<file path="src/rtl/mlfq_ram.sv">
module mlfq_ram #(
    parameter int W     = 8,
    parameter int DEPTH = 64
) (
    input  logic                     i_clk,
    input  logic                     i_we,
    input  logic [$clog2(DEPTH)-1:0] i_waddr,
    input  logic [W-1:0]             i_wdata,
    input  logic [$clog2(DEPTH)-1:0] i_raddr,
    output logic [W-1:0]             o_rdata
);

    logic [W-1:0] r_mem [DEPTH];
    logic [W-1:0] r_rdata;

    always_ff @(posedge i_clk) begin
        if (i_we) begin
            r_mem[i_waddr] <= i_wdata;
        end
        r_rdata <= r_mem[i_raddr];
    end

    assign o_rdata = r_rdata;

endmodule

</file>
<file path="config.mk">
export PLATFORM = sky130hd
export DESIGN_NAME = mlfq_ram
export DESIGN_NICKNAME = d
export VERILOG_FILES = /design/src/rtl/mlfq_ram.sv
export SDC_FILE = /design/constraint.sdc
export NUM_CORES = 1
export LEC_CHECK = 0
export BUFFER_PORTS_ARGS = -buffer_cell sky130_fd_sc_hd__buf_2
export CAP_MARGIN = 20
export CORE_AREA = 2 2 313 191
export CTS_CLUSTER_DIAMETER = 150
export DETAILED_ROUTE_END_ITERATION = 10
export DIE_AREA = 0 0 315 193
export PLACE_DENSITY = 0.48
export SLEW_MARGIN = 0
export SYNTH_ARGS = -nofsm -noshare
export SYNTH_HDL_FRONTEND = slang
export SYNTH_SLANG_ARGS = --single-unit
</file>
<file path="constraint.sdc">
create_clock -name i_clk -period 2.6 [get_ports i_clk]
set_clock_uncertainty 0.05 [all_clocks]
set_input_delay 0.52 -clock i_clk [delete_from_list [all_inputs] [get_ports i_clk]]
set_output_delay 0.52 -clock i_clk [all_outputs]
set_load 0.02 [all_outputs]
</file>
==> results of run 1 <==
per-layer routing:
layer,GRT usage [%],wire (um),part of all wire [%]
met1,27.67,25620,50
met2,22.92,20380,40
met3,4.802,4257,8.4
met4,2.729,618,1.2
met5,0,26,0.051
registers in the layout (all words and copies together), names as in the netlist:
| name | cells |
|---|---|
| r_mem | 512 |
| o_rdata | 8 |
report_power, final:
group	internal [W]	leakage (nW)	switching, W	total, W
clock	0.00355	0.694	0.00302	0.00657
sequential	0.00927	4.67	0.0000345	0.00931
combinational	0.000404	2.23	0.000595	0.000999
worst min-delay path by stage:
stage | start | endpoint | slack, ns | depth (start not counted)
2_1_floorplan | i_wdata[0] | r_mem[0][0] | 0.57 | 0
3_3_place_gp | r_mem[31][6] | o_rdata[6] | 0.73 | 3
3_5_place_dp | r_mem[31][4] | o_rdata[4] | 0.78 | 3
4_1_cts | i_raddr[5] | o_rdata[0] | 0.30 | 3
5_1_grt | i_raddr[5] | o_rdata[2] | 0.35 | 3
6_report | i_raddr[5] | o_rdata[0] | 0.34 | 3
layout make-up:
type | count | area (um2)
multi-input cells | 369 | 4315
well taps | 781 | 977.2
clock buffers | 62 | 1275
flip-flops and latches | 520 | 15530
clock inverters | 25 | 141.4
repair buffers | 178 | 1479
fillers | 5191 | 34550
cells by family (layout without fill, tap and decap cells):
kind of cell | Yosys count | in the layout | share of synthesized area, %
simple gates | 153 | 153 | 3.387
buf+inv | 51 | 265 | 1.570
compound gates | 54 | 54 | 2.072
flops | 520 | 520 | 77.03
mux | 162 | 162 | 15.94
worst max-delay path, delay by kind of cell:
kind / cells / cell delay (ns)
muxes: 1 / 0.49
AOI/OAI and AO/OA: 2 / 0.71
buffers and inverters: 4 / 0.89
synth_stat cells (6+ instances only):
cell type and instances:
nand2b_1 7, mux2_2 13, buf_2 11, nand2_1 19
o221ai_1 8, mux4_2 126, buf_4 13, mux2i_1 23
dfxtp_1 8, nor2_1 83, nor2b_1 14, o22ai_1 8
nand3_1 13, nor3_1 7, clkbuf_1 17, a221oi_1 6
edfxtp_1 512
cell usage in the layout (no fill, tap or decap), types with 11 or more instances in the layout:
master	n
clkinv_1	11
buf_2	26
clkbuf_16	49
mux2_2	13
nand2_1	19
mux2i_1	23
nor2b_1	14
buf_12	16
mux4_2	126
clkbuf_1	13
clkinv_2	11
nand3_1	13
nor2_1	83
edfxtp_1	512
buf_4	135
through the flow:
stage | TNS, ns | power (W) | instance area (um2)
after detailed placement | -0.4346 | 0.01051 | 22310
final | 0 | 0.01688 | 23720
after floorplan | 0 | 0.009984 | 20170
after global routing | 0 | 0.01747 | 23720
after global placement | -0.5732 | 0.01050 | 22310
after CTS | 0 | 0.01707 | 23720
==> out/results.ini, run 1 <==
[cells_and_area]
final_util_pct = 40.71
syn2layout_area_growth_pct = 17.63
final_cells = 1935
diodes = 0
drive_gt1_share_pct = 33.10
nNetsFinal = 1139

[logic_synthesis]
synth_fp_nets = 962
synth_edf_count = 512
syn_area_per_cell_um2 = 21.45
synth.area.top_cells = edfxtp_1 76%, mux4_2 14%, nor2_1 1.5%
ys_types = 40
synth_area_leader_cell = edfxtp_1
synth_top_area_share_pct = 76.24
synth_flop_cell = edfxtp_1
ys_ff_latch = 520
netlist_area_um2 = 20170
synthArstFlopShare_pct = 0
netlist_instances = 940
synth-seq-area-share_pct = 77.03
yosys_warnings = 0

[grt]
grt_overflow = 0
grt_pass1_vias = 10090
track_usage_pct = 17.13
grt_max_degree = 65
grt_pass1_wl_um = 73840
antenna_found_initial = 3

[sta]
max_clock_freq_ghz = 0.4436
hold_viol = 0
period_share_pct = 86.70
worst_pin_slew_ns = 0.7750
layout_min_cycle_time_ns = 2.254
rsz0062_at_grt = false
setup_ws_ns = 0.3459
slew_violations = 0
maxSlewHeadroom_pct = 48.33
setup-violations-final = 0
hold_ws_ns = 0.3389

[critical_path]
worstPathArrival_ns = 2.64
setup.worst_path.start = i_raddr[0]
r2r_end = o_rdata[6]
critical_path.cell_chain = buf_8, buf_12, buf_4, mux4_2, a2111oi_0, buf_4, o41ai_1
critPathKind = in -> reg
required_ns = 2.99
cp-start-kind = input port
crit_path_max_fanout = 33
reg2regPathDepth = 5
cp_slowest_stage_delay_ns = 0.64
crit_slowest_cell = a2111oi_0
r2r-start = r_mem[28][6]
rrSetupSlack_ns = 0.51
endpoint = o_rdata[5]
cp_common_cell = buf_4
worst_setup_path_end_kind = register

[drt]
dr.pass1.iters = 5
vias = 10040
drt_wl_total_um = 50900
wl_per_cell_um = 26.31
vias_per_cell = 5.187
route.detailed.drc = 0
ant_nets = 0
drt_iter0_markers = 1245

[hold_path]
min_path_type = in -> reg

[placed_design]
dp_cells = 1848
place_congestion = 0.7986
hpwl_um = 33670
post-place-ws_ns = -0.2606
portBuffers = 29

[cts]
htreeDepth = 2
clkSlewWorstSetupHoldPaths_ns = 0.06
clk_latency_ns = 0.57
ctsResizeCount = 0
cts_root_buffer = clkbuf_16
cts_tree = yes
cts_buffer_depth = 3
cts.sinks = 520
cts_buffers = 48
cts_hold_buf = 0
post_cts_buffers = 0

[pwr]
leakage_nw = 7.602
power_density_nw_per_um2 = 711.4
ir_drop_v = 0.0004470

[die]
die_w_um = 315
coreArea_um2 = 58270
initial_utilization_pct = 34.61
fp.dieH_um = 193
fp-row-count = 69
pin_count = 30
dieArea_um2 = 60800

[run]
max-cap-violations = 0

[outcome]
status = complete, no violations

Power figures use the tool's default switching activity.
==> inputs of run 2 (changes only) <==
- CTS_BUF_LIST: unset -> sky130_fd_sc_hd__clkbuf_4 sky130_fd_sc_hd__clkbuf_8
==> out/results.ini, run 2 (synthesis results as in run 1) <==
[sta]
setup_ws_ns = 0.3973  ; +0.05137 ns
setup-violations-final = 0  ; unchanged
hold_viol = 0  ; unchanged
layout_min_cycle_time_ns = 2.203  ; -0.05137 ns
period_share_pct = 84.72  ; -2.0 points
rsz0062_at_grt = false
slew_violations = 0  ; unchanged
worst_pin_slew_ns = 0.7728  ; -0.002192 ns
maxSlewHeadroom_pct = 48.48  ; +0.15 points
final.setup.tns_ns = 0  ; unchanged
max_clock_freq_ghz = 0.4540  ; +2.3%
hold_ws_ns = 0.2649  ; -0.07401 ns

[critical_path]
cp_common_cell = buf_4
cp_top_family = buffers and inverters
worst_setup_path_end_kind = register
worstPathArrival_ns = 2.67  ; +0.03 ns
critical_path.cell_chain = buf_8, buf_12, buf_4, mux4_2, a2111oi_0, buf_4, o41ai_1
required_ns = 3.06  ; +0.07 ns
cp_slowest_stage_delay_ns = 0.66  ; +0.02 ns
crit_path_max_fanout = 33  ; unchanged
critPathKind = in -> reg
path_buf_inv = 4  ; unchanged
crit_slowest_cell = a2111oi_0
cp-start-kind = input port

[grt]
grt_overflow = 0  ; unchanged
use_met3_pct = 4.952  ; +0.15 points
track_usage_pct = 17.53  ; +0.40 points
grt_use_met2_pct = 23.13  ; +0.21 points
use_met1_pct = 28.08  ; +0.41 points
busiest_layer = met1
grt_pass1_vias = 10390  ; +3.0%
grt_pass1_wl_um = 75140  ; +1.8%
grt_max_degree = 65  ; unchanged
antenna_found_initial = 3  ; unchanged

[cells_and_area]
num-fill-cells = 5221  ; +0.58%
largest_register_ffs = 512  ; unchanged
final_common_cell = edfxtp_1
final_area_um2 = 23800  ; +0.31%
nNetsFinal = 1169  ; +2.6%
syn2layout_area_growth_pct = 17.99
final_cell_mix = 512 x edfxtp_1, 135 x buf_4, 126 x mux4_2
largest-register = r_mem
multi_input_area_um2 = 4315  ; unchanged
seq_area_um2 = 15530  ; unchanged
drive_gt1_share_pct = 36.29  ; +3.2 points

[placed_design]
post-place-ws_ns = -0.2606  ; unchanged
placed_cell_area_um2 = 22310  ; unchanged
hpwl_um = 33670  ; unchanged
place_congestion = 0.7986  ; unchanged
portBuffers = 29  ; unchanged

[pwr]
p_total_w = 0.01685  ; -0.17%
leakage_nw = 7.689  ; +1.1%
power_density_nw_per_um2 = 708.0  ; -0.48%
ir_drop_v = 0.0003384  ; -24%

[cts]
clk_latency_ns = 0.65  ; +0.08 ns
clkSlewWorstSetupHoldPaths_ns = 0.06  ; about the same
cts.sinks = 520  ; unchanged
ctsResizeCount = 0  ; unchanged
cts_tree = yes
cts_hold_buf = 0  ; unchanged
htreeDepth = 3  ; +1
post_cts_buffers = 0  ; unchanged
cts_buffers = 78  ; +63%
cts_root_buffer = clkbuf_8
cts_buffer_depth = 3  ; unchanged

[run]
max-cap-violations = 0  ; unchanged

[die]
initial_utilization_pct = 34.61  ; unchanged
coreArea_um2 = 58270  ; unchanged
fp.dieH_um = 193  ; unchanged
pin_count = 30  ; unchanged
fp-row-count = 69  ; unchanged
die_w_um = 315  ; unchanged
dieArea_um2 = 60800  ; unchanged

[drt]
drt_iter0_markers = 1313  ; +5.5%
ant_nets = 0  ; unchanged
drt_wl_total_um = 52030  ; +2.2%
wl_per_cell_um = 26.15  ; -0.60%
route.detailed.drc = 0  ; unchanged
dr.pass1.iters = 5  ; unchanged
vias = 10160  ; +1.2%
vias_per_cell = 5.105  ; -1.6%

[outcome]
status = complete, no violations

[hold_path]
min_path_type = in -> reg

[run 2: cell types whose count changed in the layout (fill, tap and decap cells not counted), sizes merged]
cell,change
clkinv,+4
diode,+2
clkinvlp,+1
inv,+1
clkbuf,+47
[run 2: layout make-up]
cell class                      count  share of cell area (%)
Antenna cell                        2                 0.02103
Clock buffer                      109                   5.542
Clock inverter                     31                  0.6941
Multi-Input combinational cell    369                   18.14
Sequential cell                   520                   65.29
Tap cell                          781                   4.107
Timing Repair Buffer              178                   6.215
[run 2: power by group]
part           leakage [nW]  internal (W)  switching [W]
clock                 0.780       0.00338        0.00316
sequential             4.67       0.00928      0.0000354
combinational          2.23      0.000404       0.000597
total                  7.69        0.0131        0.00379
[run 2: final timing paths]
| path | startpoint | depth (start not counted) | slack, ns | end |
|---|---|---|---|---|
| min | i_raddr[5] | 3 | 0.26 | o_rdata[0] |
| min reg2reg | r_mem[31][4] | 3 | 0.78 | o_rdata[4] |
| max reg2reg | r_mem[28][6] | 5 | 0.53 | o_rdata[6] |
| max | i_raddr[0] | 7 | 0.40 | o_rdata[5] |
[run 2: routing by layer]
metal	part of all wire (%)	wire length, um	up-vias
met2	40	20900	320
met4	1.6	823	4
li1	-	-	4363
met1	51	26420	5399
met5	0.052	27	-
met3	7.4	3858	72
[run 2: metrics by stage]
| stage | std cells | utilization (%) |
|---|---|---|
| finish | 1990 | 40.83 |
| global route | 1988 | 40.82 |
| CTS | 1988 | 40.82 |
| detailed placement | 1848 | 38.28 |
| global placement | 1848 | 38.28 |
| floorplan | 940 | - |
[run 2: worst register-to-register path: stages (launching register included)]
cell and delay [ns]:
edfxtp_1 0.39, mux4_2 0.46, mux2_2 0.27, o221a_2 0.32, nor3_1 0.31, o32ai_1 0.14
